==> src/rtl/cef_pkg.sv <==
// Shared constants, types and helpers for the cartoon edge/quantize filter.
`default_nettype none

package cef_pkg;

   localparam int MAX_WIDTH    = 1024;
   localparam int STORED_ROWS  = 4;
   localparam int ROW_DEPTH    = STORED_ROWS * MAX_WIDTH + 8;
   localparam int ADDR_W       = $clog2(ROW_DEPTH);
   localparam int FW_W         = 11;
   localparam int FH_W         = 13;
   localparam int CH_W         = 8;
   localparam int NUM_CH       = 3;
   localparam int PIX_W        = NUM_CH * CH_W;
   localparam int CSR_IDX_W    = 2;
   localparam int CSR_DATA_W   = 13;
   localparam int MIN_SIZE     = 5;
   localparam int WIN_LAST     = 4;
   localparam int DIV_STEPS    = 8;
   localparam int DRAIN_CYCLES = 3;
   localparam int DIV10_MUL    = 6554;
   localparam int DIV10_SHIFT  = 16;

   typedef enum logic [CSR_IDX_W-1:0] {
      REG_FRAME_WIDTH,
      REG_FRAME_HEIGHT,
      REG_QUANT_LEVELS,
      REG_EDGE_THRESHOLD
   } csr_reg_type;

   typedef enum logic {
      FUNC_PIXEL,
      FUNC_FLUSH
   } func_type;

   // divider operand select: the step first, then one pass per channel
   localparam logic [1:0] DIV_SEL_STEP = 2'd0;
   localparam logic [1:0] DIV_SEL_LAST = 2'd3;

   typedef enum logic [3:0] {
      ST_IDLE,
      ST_WIN,
      ST_DRAIN,
      ST_BLUR,
      ST_SQ,
      ST_EDGE,
      ST_DLOAD,
      ST_DITER,
      ST_OUT
   } cef_state_type;

   typedef struct packed {
      logic       accept;
      logic       clear;
      logic       tap_valid;
      logic [2:0] tap_row;
      logic [2:0] tap_col;
      logic       blur_fin;
      logic       sq;
      logic       edge_chk;
      logic       div_load;
      logic       div_iter;
      logic       div_last;
      logic [1:0] div_sel;
      logic       out_load;
   } cef_cmd_type;

   typedef struct packed {
      logic emit;
   } cef_status_type;

   // floor(x/10) for x <= 2550
   function automatic logic [CH_W-1:0] div10(input logic [11:0] x);
      logic [24:0] p;
      p = {13'd0, x} * 25'(DIV10_MUL);
      return p[DIV10_SHIFT +: CH_W];
   endfunction

endpackage

`default_nettype wire

==> src/rtl/cef_ctrl.sv <==
// Sequencer for the cartoon filter: handshakes, window sweep, divider passes.
`default_nettype none

module cef_ctrl import cef_pkg::*; (
   input  wire logic           clock,
   input  wire logic           reset,
   input  wire logic           req_valid,
   output logic                req_ready,
   output logic                rsp_valid,
   input  wire logic           rsp_ready,
   input  wire cef_status_type status,
   output cef_cmd_type         cmd
);

   cef_state_type state_ff, state_in;
   logic [2:0]    tap_row_ff, tap_row_in;
   logic [2:0]    tap_col_ff, tap_col_in;
   logic [2:0]    cnt_ff, cnt_in;
   logic [1:0]    sel_ff, sel_in;
   logic          rsp_valid_ff, rsp_valid_in;

   always_ff @(posedge clock) begin
      if (reset) begin
         state_ff     <= ST_IDLE;
         tap_row_ff   <= '0;
         tap_col_ff   <= '0;
         cnt_ff       <= '0;
         sel_ff       <= '0;
         rsp_valid_ff <= 1'b0;
      end else begin
         state_ff     <= state_in;
         tap_row_ff   <= tap_row_in;
         tap_col_ff   <= tap_col_in;
         cnt_ff       <= cnt_in;
         sel_ff       <= sel_in;
         rsp_valid_ff <= rsp_valid_in;
      end
   end

   always_comb begin
      state_in   = state_ff;
      tap_row_in = tap_row_ff;
      tap_col_in = tap_col_ff;
      cnt_in     = cnt_ff;
      sel_in     = sel_ff;
      cmd        = '0;
      req_ready  = 1'b0;
      unique case (state_ff)
         ST_IDLE: begin
            req_ready = 1'b1;
            if (req_valid) begin
               cmd.accept = 1'b1;
               if (status.emit) begin
                  cmd.clear  = 1'b1;
                  tap_row_in = '0;
                  tap_col_in = '0;
                  state_in   = ST_WIN;
               end
            end
         end
         ST_WIN: begin
            cmd.tap_valid = 1'b1;
            cmd.tap_row   = tap_row_ff;
            cmd.tap_col   = tap_col_ff;
            if (tap_col_ff == 3'(WIN_LAST)) begin
               tap_col_in = '0;
               if (tap_row_ff == 3'(WIN_LAST)) begin
                  cnt_in   = '0;
                  state_in = ST_DRAIN;
               end else begin
                  tap_row_in = tap_row_ff + 3'd1;
               end
            end else begin
               tap_col_in = tap_col_ff + 3'd1;
            end
         end
         ST_DRAIN: begin
            if (cnt_ff == 3'(DRAIN_CYCLES - 1)) begin
               state_in = ST_BLUR;
            end else begin
               cnt_in = cnt_ff + 3'd1;
            end
         end
         ST_BLUR: begin
            cmd.blur_fin = 1'b1;
            state_in     = ST_SQ;
         end
         ST_SQ: begin
            cmd.sq   = 1'b1;
            state_in = ST_EDGE;
         end
         ST_EDGE: begin
            cmd.edge_chk = 1'b1;
            sel_in       = DIV_SEL_STEP;
            state_in     = ST_DLOAD;
         end
         ST_DLOAD: begin
            cmd.div_load = 1'b1;
            cmd.div_sel  = sel_ff;
            cnt_in       = '0;
            state_in     = ST_DITER;
         end
         ST_DITER: begin
            cmd.div_iter = 1'b1;
            cmd.div_sel  = sel_ff;
            if (cnt_ff == 3'(DIV_STEPS - 1)) begin
               cmd.div_last = 1'b1;
               if (sel_ff == DIV_SEL_LAST) begin
                  state_in = ST_OUT;
               end else begin
                  sel_in   = sel_ff + 2'd1;
                  state_in = ST_DLOAD;
               end
            end else begin
               cnt_in = cnt_ff + 3'd1;
            end
         end
         ST_OUT: begin
            if (!rsp_valid_ff || rsp_ready) begin
               cmd.out_load = 1'b1;
               state_in     = ST_IDLE;
            end
         end
         default: begin
            state_in = ST_IDLE;
         end
      endcase
   end

   always_comb begin
      if (cmd.out_load) begin
         rsp_valid_in = 1'b1;
      end else if (rsp_ready) begin
         rsp_valid_in = 1'b0;
      end else begin
         rsp_valid_in = rsp_valid_ff;
      end
   end

   assign rsp_valid = rsp_valid_ff;

   a_out_slot_free: assert property (@(posedge clock) disable iff (reset)
      cmd.out_load |-> (!rsp_valid_ff || rsp_ready))
      else $error("result loaded over an untaken item");

   a_rsp_from_out: assert property (@(posedge clock) disable iff (reset)
      $rose(rsp_valid_ff) |-> $past(state_ff == ST_OUT))
      else $error("result raised outside the output step");

   a_quiet_item: assert property (@(posedge clock) disable iff (reset)
      (req_valid && req_ready && !status.emit) |=> (state_ff == ST_IDLE))
      else $error("item without result left the idle state");

   a_win_drain: assert property (@(posedge clock) disable iff (reset)
      (state_ff == ST_WIN && tap_row_ff == 3'(WIN_LAST) && tap_col_ff == 3'(WIN_LAST))
      |=> (state_ff == ST_DRAIN))
      else $error("window sweep did not end in drain");

endmodule

`default_nettype wire

==> config.mk <==
export PLATFORM = sky130hd
export DESIGN_NAME = cef_ctrl
export DESIGN_NICKNAME = d
export VERILOG_FILES = /design/src/rtl/cef_pkg.sv /design/src/rtl/cef_ctrl.sv
export SDC_FILE = /design/constraint.sdc
export NUM_CORES = 1
export LEC_CHECK = 0
export BUFFER_PORTS_ARGS = -buffer_cell sky130_fd_sc_hd__buf_4
export CAP_MARGIN = 20
export CORE_ASPECT_RATIO = 1.1
export CORE_MARGIN = 5
export CORE_UTILIZATION = 40
export DETAILED_ROUTE_END_ITERATION = 8
export PLACE_DENSITY = 0.68
export RECOVER_POWER = 50
export SLEW_MARGIN = 20
export SYNTH_ARGS = -nofsm -noshare
export SYNTH_HDL_FRONTEND = slang
export SYNTH_SLANG_ARGS = --single-unit
export TNS_END_PERCENT = 10
==> constraint.sdc <==
create_clock -name clock -period 2.2 [get_ports clock]
set_input_delay 0.22 -clock clock [delete_from_list [all_inputs] [get_ports clock]]
set_output_delay 0.22 -clock clock [all_outputs]
set_load 0.01 [all_outputs]
==> results of run 1 <==
==> synth_stat cells, types with 2 or more instances <==
master / number
a211oi_1: 2
nand4b_1: 4
a22oi_1: 2
a21oi_1: 7
nor2b_1: 7
nor2_1: 12
nand2_1: 8
a31oi_1: 2
or4_1: 2
o21ai_0: 3
ha_1: 8
and3_1: 3
dfxtp_1: 16
inv_1: 6
o32ai_1: 2
and2_1: 5
mux2_1: 2
clkbuf_1: 3
nand3b_1: 3
nand2b_1: 5
nand3_1: 3
buf_1: 2
mux2i_1: 4
nor3_1: 3
buf_4: 2
==> registers in the layout, summed over array words and instances (netlist names) <==
name,flops
state_ff,4
cnt_ff,3
tap_col_ff,3
tap_row_ff,3
sel_ff,2
rsp_valid,1
==> metrics by stage <==
| step | hold WS [ns] | util |
|---|---|---|
| final | 0.2580 | 0.4859 |
| after CTS | 0.2523 | 0.4982 |
| after global routing | 0.2542 | 0.4859 |
| after detailed placement | 0.4689 | 0.4900 |
| after floorplan | 0.4035 | - |
| after global placement | 0.4602 | 0.4900 |
==> logic make-up (layout without fill, tap and decap cells) <==
kind of cell,count (synthesis),after routing,synth area share
AOI/OAI and AO/OA,27,27,0.1757
and+or+nand+nor,62,62,0.3193
adders and majority gates,8,8,0.08840
DFF,16,16,0.2829
muxes,6,6,0.05525
buffers and inverters,16,40,0.07845
==> layout make-up <==
type,instances,area [sq um],area share
Multi-Input combinational cell,103,723.2,0.5407
Tap cell,33,41.29,0.03087
Inverter,7,38.79,0.02900
Sequential cell,16,320.3,0.2395
Timing Repair Buffer,30,191.4,0.1431
Clock buffer,3,22.52,0.01684
==> power breakdown <==
| group | leakage, nW | internal (mW) | switching [mW] |
|---|---|---|---|
| sequential | 0.129 | 0.318 | 0.0175 |
| combinational | 0.396 | 0.220 | 0.314 |
| clock | 0.0138 | 0.0635 | 0.0892 |
| total | 0.539 | 0.602 | 0.421 |
==> layer usage <==
layer | GRT usage | vias to the layer above
met5 | 0 | -
met4 | 0.05691 | 0
met3 | 0.02148 | 2
met2 | 0.2473 | 25
met1 | 0.1910 | 506
li1 | - | 534
==> path summary, 6_finish.rpt <==
kind,start,to,depth (start not counted)
setup / recovery,state_ff[3]$_SDFFE_PP0P_,cmd[10],4
hold / removal,reset,tap_row_ff[0]$_SDFFE_PP0P_,2
hold reg to reg,tap_col_ff[0]$_SDFFE_PP0P_,tap_col_ff[0]$_SDFFE_PP0P_,2
setup reg to reg,state_ff[3]$_SDFFE_PP0P_,state_ff[0]$_SDFFE_PP0P_,6
==> results.md, run 1 <==
- Outcome: finished, final reports clean
- Area leader, netlist: dfxtp_1
- Vias in the first global route: 1052
- Asr flop ratio synth: 0
- Die X: ~60 microns
- Final Cycle Share: 0.8965
- Resized Gates After CTS: 0
- Worst VDD drop: 664.1 uV
- Worst-margin pin slew: 0.4083 ns
- # IOs: 25
- Via count: 1067
- Reg2Reg Setup Slack: about 0.25 ns
- Peak Freq: 507.0 MHz
- Initial Utilization: 0.4114
- Fin. max-slew vios: 0
- CP required: 1.98 ns
- WL final: about 2.7 mm
- Final #Nets: ~170
- Final setup vio count: 0
- Dominant cells by area after synthesis: dfxtp_1, ha_1, nor2_1, nor2b_1, mux2i_1
- Clock-pin transition on the worst setup and hold timing paths: 0.09 ns
- Setup bufs post-CTS: 0
- Max Cap Viol: 0
- Clk_lat worst skew: 0.28 ns
- Antenna violations before repair: 0
- Post-synth top flop: dfxtp_1
- DRC Markers: 0
- Final Hold Viols: 0
- CTS sink cnt: 16
- Commonest non-fill, non-tap cell in the layout: buf_4
- Placed inst area: approximately 1300 sq um
- CP Capture Type: output pin
- CP arrival: 1.75 ns
- Slew HR: 0.7261
- First-pass GRT wire length: 4.623 mm
- DP HPWL: between 2 and 2.5 mm
- Wl on met1: about 1.2 mm
- Pleak: 0.5394 nW
- CTS buffer count: 3
- Fill cells: 298
- Drt wl/cell: 14.14 microns
- Num rows: 20
- Routability cong.: 0.7950
- Gr usage total: 0.1491
- Net count after synthesis: about 150
- Share of the synthesized area in the top cell type: 0.2829
- Largest net degree at the start of global routing: 22
- Met3 routed WL: 148 microns
- Crit path kind: reg2out
- Final ANT Viol Nets: 0
- Buf+Inv Stages, Crit Path: 2
- Core area: 2753 sq um
- Crit-path max cell delay: a little over 0.7 ns
- ANT cells: 0
- Clk_skew: 0.0008497 ns
- Post-Syn Instances: 135
- I/O Buffers: 24
- Setup TNS: 0 ns
- Syn_area_per_cell: 8.388 sq um
- Hold Path Class: in2reg
- GR Overflow Total: 0
- RSZ-0062 raised after global routing: no
- Slowest cell on crit path: or4b_1
- Fin crit period: 1.972 ns
- H-Tree Depth: 1
- Vias per std cell: 5.557
- Design area: 1338 sq um
- 1st-pass router iterations: 4
- CTS Root Cell: clkbuf_4
- Routed wl met2: 1.339 mm
- Post-synth EDFFs: 0
- Top cell family by delay on the critical path: simple AND/OR/NAND/NOR gates
- Placed Cells: 189
- Pwr dens: 764.8 nW/um^2
- Synth unique cells: 44
- Number of synthesis warnings: 0
- Post-synthesis sequential area ratio: 0.2829
- Worst Setup Slack, final: around 0.23 ns
- CP most frequent cell: buf_4
- Max FO, Critical Path: 6
- Synthesis-stage register bit count: 16
- CP Launch Type: flip-flop
- Dpl ws: 0.2933 ns
- Post-Syn Area: 1132 sq um
- Die area: 3996 sq um
- CTS tree: built
- Cell breakdown of the critical path: or4b_1 > buf_4 > nor2_1 > buf_4
- CTS Buffer Depth: 2
- Most frequent cells in the layout: buf_4, dfxtp_1, nor2_1, clkbuf_1
- Share of layout cells above drive strength 1: 0.1824
- Initial drt markers: 44
- Die Span Y: 65.80 microns
- Non-filler cells, final: 192
- Cts hold-fix bufs: 0
- Total power: 1.023 mW
- Area delta synth->final: 18.12%
- Max layer used: met4
(Power assumes the default switching activity.)
==> run 2, diff against run 1 <==
CORE_UTILIZATION = 47   (was 40)
MAX_ROUTING_LAYER = met4   (was default)
PLACE_DENSITY = 0.77   (was 0.68)
==> results.md, run 2 (synthesized netlist as in run 1, its figures left out) <==
- Via count: 1064 (-0.28%)
- Initial Utilization: 0.4978 (+0.08644)
- CTS buffer count: 3 (unchanged)
- Worst VDD drop: 472.1 uV (-29%)
- Routability cong.: 0.8784 (+10%)
- RSZ-0062 raised after global routing: no
- Clock-pin transition on the worst setup and hold timing paths: 0.09 ns (about the same)
- CTS Buffer Depth: 2 (unchanged)
- Die Span Y: 61.48 microns (-6.6%)
- H-Tree Depth: 1 (unchanged)
- Worst hold path endpoint: tap_row_ff[0]$_SDFFE_PP0P_
- Die X: 56.80 microns (-6.5%)
- Placed Cells: 185 (-2.1%)
- Final Hold Viols: 0 (unchanged)
- CTS Root Cell: clkbuf_4
- R2r worst-path depth: 5 (-1)
- First-pass GRT wire length: 4.650 mm (+0.58%)
- Area delta synth->final: 18.45%
- Final setup vio count: 0 (unchanged)
- Crit-path max cell delay: 0.75 ns (+0.03 ns)
- Most frequent cells in the layout: buf_4, dfxtp_1, nor2_1, nand2_1, ha_1
- Non-filler cells, final: 189 (-1.6%)
- Gr usage total: 0.1755 (+0.02641)
- Met3 Use GR: 0.03354 (+0.01206)
- Pwr dens: 787.6 nW/um^2 (+3.0%)
- Largest register FFs: 4 (unchanged)
- Max Cap Viol: 0 (unchanged)
- Resized Gates After CTS: 0 (unchanged)
- Fill cells: 214 (-28%)
- Cell breakdown of the critical path: or4b_1 > clkinv_8 > a22oi_1 > o2111ai_2 > mux2_1
- Met2 usage: 0.3003 (+0.05300)
- Slew HR: 0.6483 (-0.07785)
- Peak Freq: 496.8 MHz (-2.0%)
- Fin crit period: 2.013 ns (+0.04078 ns)
- CP arrival: 2.20 ns (+0.45 ns)
- WL final: 2.641 mm (-2.7%)
- Hold_sp: reset
- Share of layout cells above drive strength 1: 0.1887 (+0.006289)
- Final #Nets: 173 (-0.57%)
- Setup TNS: 0 ns (unchanged)
- Die area: 3492 sq um (-13%)
- DP HPWL: 2.057 mm (about the same)
- Crit path kind: reg2reg
- Hold Path Class: in2reg
- Drt wl/cell: 13.97 microns (-1.2%)
- Dpl ws: 0.2117 ns (-0.08162 ns)
- Slowest cell on crit path: or4b_1
- Seq. cell area: 320.3 sq um (unchanged)
- Antenna violations before repair: 0 (unchanged)
- Clk_lat worst skew: 0.29 ns (about the same)
- CTS sink cnt: 16 (unchanged)
- Outcome: finished, final reports clean
- Worst reg2reg startpoint: state_ff[3]$_SDFFE_PP0P_
- Commonest non-fill, non-tap cell in the layout: buf_4
- Largest Register: state_ff
- Cts hold-fix bufs: 0 (unchanged)
- CP Launch Type: flip-flop
- Num rows: 18 (-10%)
- GR Overflow Total: 0 (unchanged)
- Final Cycle Share: 0.9150 (+0.01853)
- Max FO, Critical Path: 14 (+8)
- Core area: 2275 sq um (-17%)
- I/O Buffers: 24 (unchanged)
- Final ANT Viol Nets: 0 (unchanged)
- Placed inst area: 1338 sq um (-0.83%)
- # IOs: 25 (unchanged)
- DRC Markers: 0 (unchanged)
- ANT cells: 0 (unchanged)
- Buf+Inv Stages, Crit Path: 1 (-1)
- Grt met1 use: 0.2020 (+0.01102)
- Reg2Reg Setup Slack: 0.19 ns (-0.06 ns)
- Worst R2R End: state_ff[0]$_SDFFE_PP0P_
- Fin. max-slew vios: 0 (unchanged)
- Multi-input logic area: 716.9 sq um (-0.87%)
- Worst Setup Slack, final: 0.1870 ns (-0.04078 ns)
- Largest net degree at the start of global routing: 22 (unchanged)
- Design area: 1341 sq um (+0.28%)
- Clk_skew: 0.0006619 ns (-0.0001879 ns)
- Pleak: 0.5483 nW (+1.6%)
- Setup bufs post-CTS: 0 (unchanged)
- CTS tree: built
- Vias per std cell: 5.630 (+1.3%)
- CP Capture Type: flip-flop
- CP required: 2.38 ns (+0.40 ns)
- 1st-pass router iterations: 4 (unchanged)
- Vias in the first global route: 1042 (-0.95%)
- Top cell family by delay on the critical path: simple AND/OR/NAND/NOR gates
- GR peak layer: met2
- Worst-margin pin slew: 0.5244 ns (+0.1161 ns)
- Hold Path Cell Cnt: 2 (unchanged)
- Hold_ws: 0.2437 ns (-0.01429 ns)
- Initial drt markers: 20 (-55%)
[run 2: cell count changes in the layout (fill, tap and decap cells not counted), sizes merged]
cell	change
clkbuf	-1
buf	+1
[run 2: power breakdown]
group | internal, mW | leakage, nW | switching (mW)
sequential | 0.318 | 0.129 | 0.0173
combinational | 0.217 | 0.398 | 0.306
clock | 0.101 | 0.0210 | 0.0971
total | 0.636 | 0.548 | 0.420
[run 2: metrics by stage]
stage               total power, mW  utilization
finish                        1.056       0.5897
global route                  1.148       0.5897
CTS                           1.071       0.6040
detailed placement           0.8734       0.5880
global placement             0.8559       0.5880
floorplan                    0.7384            -
[run 2: layout make-up]
cell class | instances | share of cell area
Clock buffer | 4 | 0.02705
Multi-Input combinational cell | 103 | 0.5345
Inverter | 7 | 0.02892
Timing Repair Buffer | 29 | 0.1427
Sequential cell | 16 | 0.2388
Tap cell | 30 | 0.02798
[run 2: worst max path at each step]
stage	start	endpoint	slack (ns)	depth (start not counted)
CTS	state_ff[3]$_SDFFE_PP0P_	cmd[14]	0.18	4
finish	state_ff[3]$_SDFFE_PP0P_	state_ff[0]$_SDFFE_PP0P_	0.19	5
detailed placement	state_ff[3]$_SDFFE_PP0P_	state_ff[0]$_SDFFE_PP0P_	0.21	5
floorplan	state_ff[1]$_SDFFE_PP0P_	state_ff[0]$_SDFFE_PP0P_	0.32	4
global placement	state_ff[3]$_SDFFE_PP0P_	state_ff[0]$_SDFFE_PP0P_	0.28	5
global route	state_ff[3]$_SDFFE_PP0P_	cmd[14]	0.10	4
[run 2: routing by layer]
metal  vias to the layer above  wire length, microns  share of wire
met4                         0                    53          0.020
met2                        43                  1270           0.48
met5                         -                     0              0
li1                        539                     -              -
met3                         7                   178          0.067
met1                       475                  1138           0.43
==> run 3, diff against run 2 <==
RECOVER_POWER = default   (was 50)
==> results.md, run 3 (synthesized netlist as in run 1, its figures left out) <==
- Outcome: finished, final reports clean
- Cts hold-fix bufs: 0 (unchanged)
- GR Overflow Total: 0 (unchanged)
- Routability cong.: 0.8784 (unchanged)
- WL final: 2.632 mm (-0.34%)
- Largest net degree at the start of global routing: 22 (unchanged)
- RSZ-0062 raised after global routing: no
- CP Capture Type: output pin
- Fin crit period: 2.012 ns (-0.0005610 ns)
- Peak Freq: 496.9 MHz (about the same)
- Cell breakdown of the critical path: or4b_1 > clkinv_8 > and2_1 > buf_4
- Vias per std cell: 5.608 (-0.38%)
- Clk_skew: 0.001036 ns (+0.0003746 ns)
- Die X: 56.80 microns (unchanged)
- Pwr dens: 773.6 nW/um^2 (-1.8%)
- Die area: 3492 sq um (unchanged)
- Setup TNS: 0 ns (unchanged)
- CTS Buffer Depth: 2 (unchanged)
- I/O Buffers: 24 (unchanged)
- Largest register FFs: 4 (unchanged)
- Num rows: 18 (unchanged)
- CTS buffer count: 3 (unchanged)
- Slowest cell on crit path: or4b_1
- DP HPWL: 2.057 mm (unchanged)
- Top cell family by delay on the critical path: simple AND/OR/NAND/NOR gates
- Total power: 1.063 mW (+0.60%)
- Antenna violations before repair: 0 (unchanged)
- Clk_lat worst skew: 0.29 ns (about the same)
- 1st-pass router iterations: 4 (unchanged)
- Initial Utilization: 0.4978 (unchanged)
- Setup bufs post-CTS: 0 (unchanged)
- Slew HR: 0.6490 (+0.0006720)
- Die Span Y: 61.48 microns (unchanged)
- Hold Path Class: in2reg
- CTS Root Cell: clkbuf_4
- Max Cap Viol: 0 (unchanged)
- Pleak: 0.5796 nW (+5.7%)
- Fill cells: 199 (-7.0%)
- DRC Markers: 0 (unchanged)
- CP Launch Type: flip-flop
- Drt wl/cell: 13.93 microns (-0.34%)
- Vias in the first global route: 1042 (unchanged)
- Gr usage total: 0.1755 (unchanged)
- Final setup vio count: 0 (unchanged)
- First-pass GRT wire length: 4.650 mm (unchanged)
- Core area: 2275 sq um (unchanged)
- H-Tree Depth: 1 (unchanged)
- Final #Nets: 173 (unchanged)
- Largest Register: state_ff
- Final ANT Viol Nets: 0 (unchanged)
- ANT cells: 0 (unchanged)
- Worst-margin pin slew: 0.5234 ns (-0.001003 ns)
- Worst VDD drop: 475.3 uV (+0.67%)
- Initial drt markers: 23 (+15%)
- CP arrival: 1.79 ns (-0.41 ns)
- Via count: 1060 (-0.38%)
- Final Hold Viols: 0 (unchanged)
- CTS tree: built
- Most frequent cells in the layout: buf_4, dfxtp_1, nor2_1, nand2_1, ha_1
- Share of layout cells above drive strength 1: 0.2390 (+0.05031)
- Final Cycle Share: 0.9147 (about the same)
- CP required: 1.98 ns (-0.40 ns)
- # IOs: 25 (unchanged)
- Fin. max-slew vios: 0 (unchanged)
- Commonest non-fill, non-tap cell in the layout: buf_4
- Crit-path max cell delay: 0.76 ns (about the same)
- CTS sink cnt: 16 (unchanged)
- Crit path kind: reg2out
- Clock-pin transition on the worst setup and hold timing paths: 0.09 ns (about the same)
- Resized Gates After CTS: 0 (unchanged)
- Buf+Inv Stages, Crit Path: 2 (+1)
- Area delta synth->final: 21.33%
- Max FO, Critical Path: 14 (unchanged)
-- run 3: power breakdown --
part	internal, mW	switching, mW
combinational	0.220	0.309
clock	0.101	0.0967
sequential	0.318	0.0173
total	0.640	0.423
-- run 3: path summary, 6_finish.rpt --
kind                                               start                         end  slack (ns)  cells past startpoint
worst max-delay path            state_ff[3]$_SDFFE_PP0P_                     cmd[14]        0.19                      4
worst min-delay path                               reset  tap_row_ff[0]$_SDFFE_PP0P_        0.25                      2
worst max register to register  state_ff[3]$_SDFFE_PP0P_    state_ff[0]$_SDFFE_PP0P_        0.19                      5
worst min register to register    cnt_ff[0]$_SDFFE_PP0P_      cnt_ff[0]$_SDFFE_PP0P_        0.48                      1
-- run 3: per-layer routing --
layer  GRT usage  routed length, microns
met5           -                       0
met4     0.07947                      53
met3     0.03354                     173
met2      0.3003                    1266
met1      0.2020                    1139
-- run 3: through the flow --
stage | area (sq um) | setup slack [ns] | hold WS (ns) | utilization | instances
2_1_floorplan | 1132 | 0.3232 | 0.4035 | - | 135
3_3_place_gp | 1338 | 0.2839 | 0.4594 | 0.5880 | 185
3_5_place_dp | 1338 | 0.2117 | 0.4653 | 0.5880 | 185
4_1_cts | 1374 | 0.1811 | 0.2381 | 0.6040 | 189
5_1_grt | 1374 | 0.1030 | 0.2394 | 0.6040 | 189
6_report | 1374 | 0.1876 | 0.2452 | 0.6040 | 189
-- run 3: area by class of cell --
type                       count  area, sq um  area share
sequential                    16        320.3      0.2332
tap                           30        37.54     0.02732
multi-input combinational    103        723.2      0.5264
clock buffer                   4        36.28     0.02641
timing repair buffer          29        217.7      0.1585
inverter                       7        38.79     0.02823
-- run 3: worst register-to-register path, cell delays in order (launching register included) --
cell       delay [ns]
dfxtp_1          0.32
or4b_1           0.76
clkinv_8         0.16
a22oi_1          0.13
o2111ai_2        0.17
mux2_1           0.36
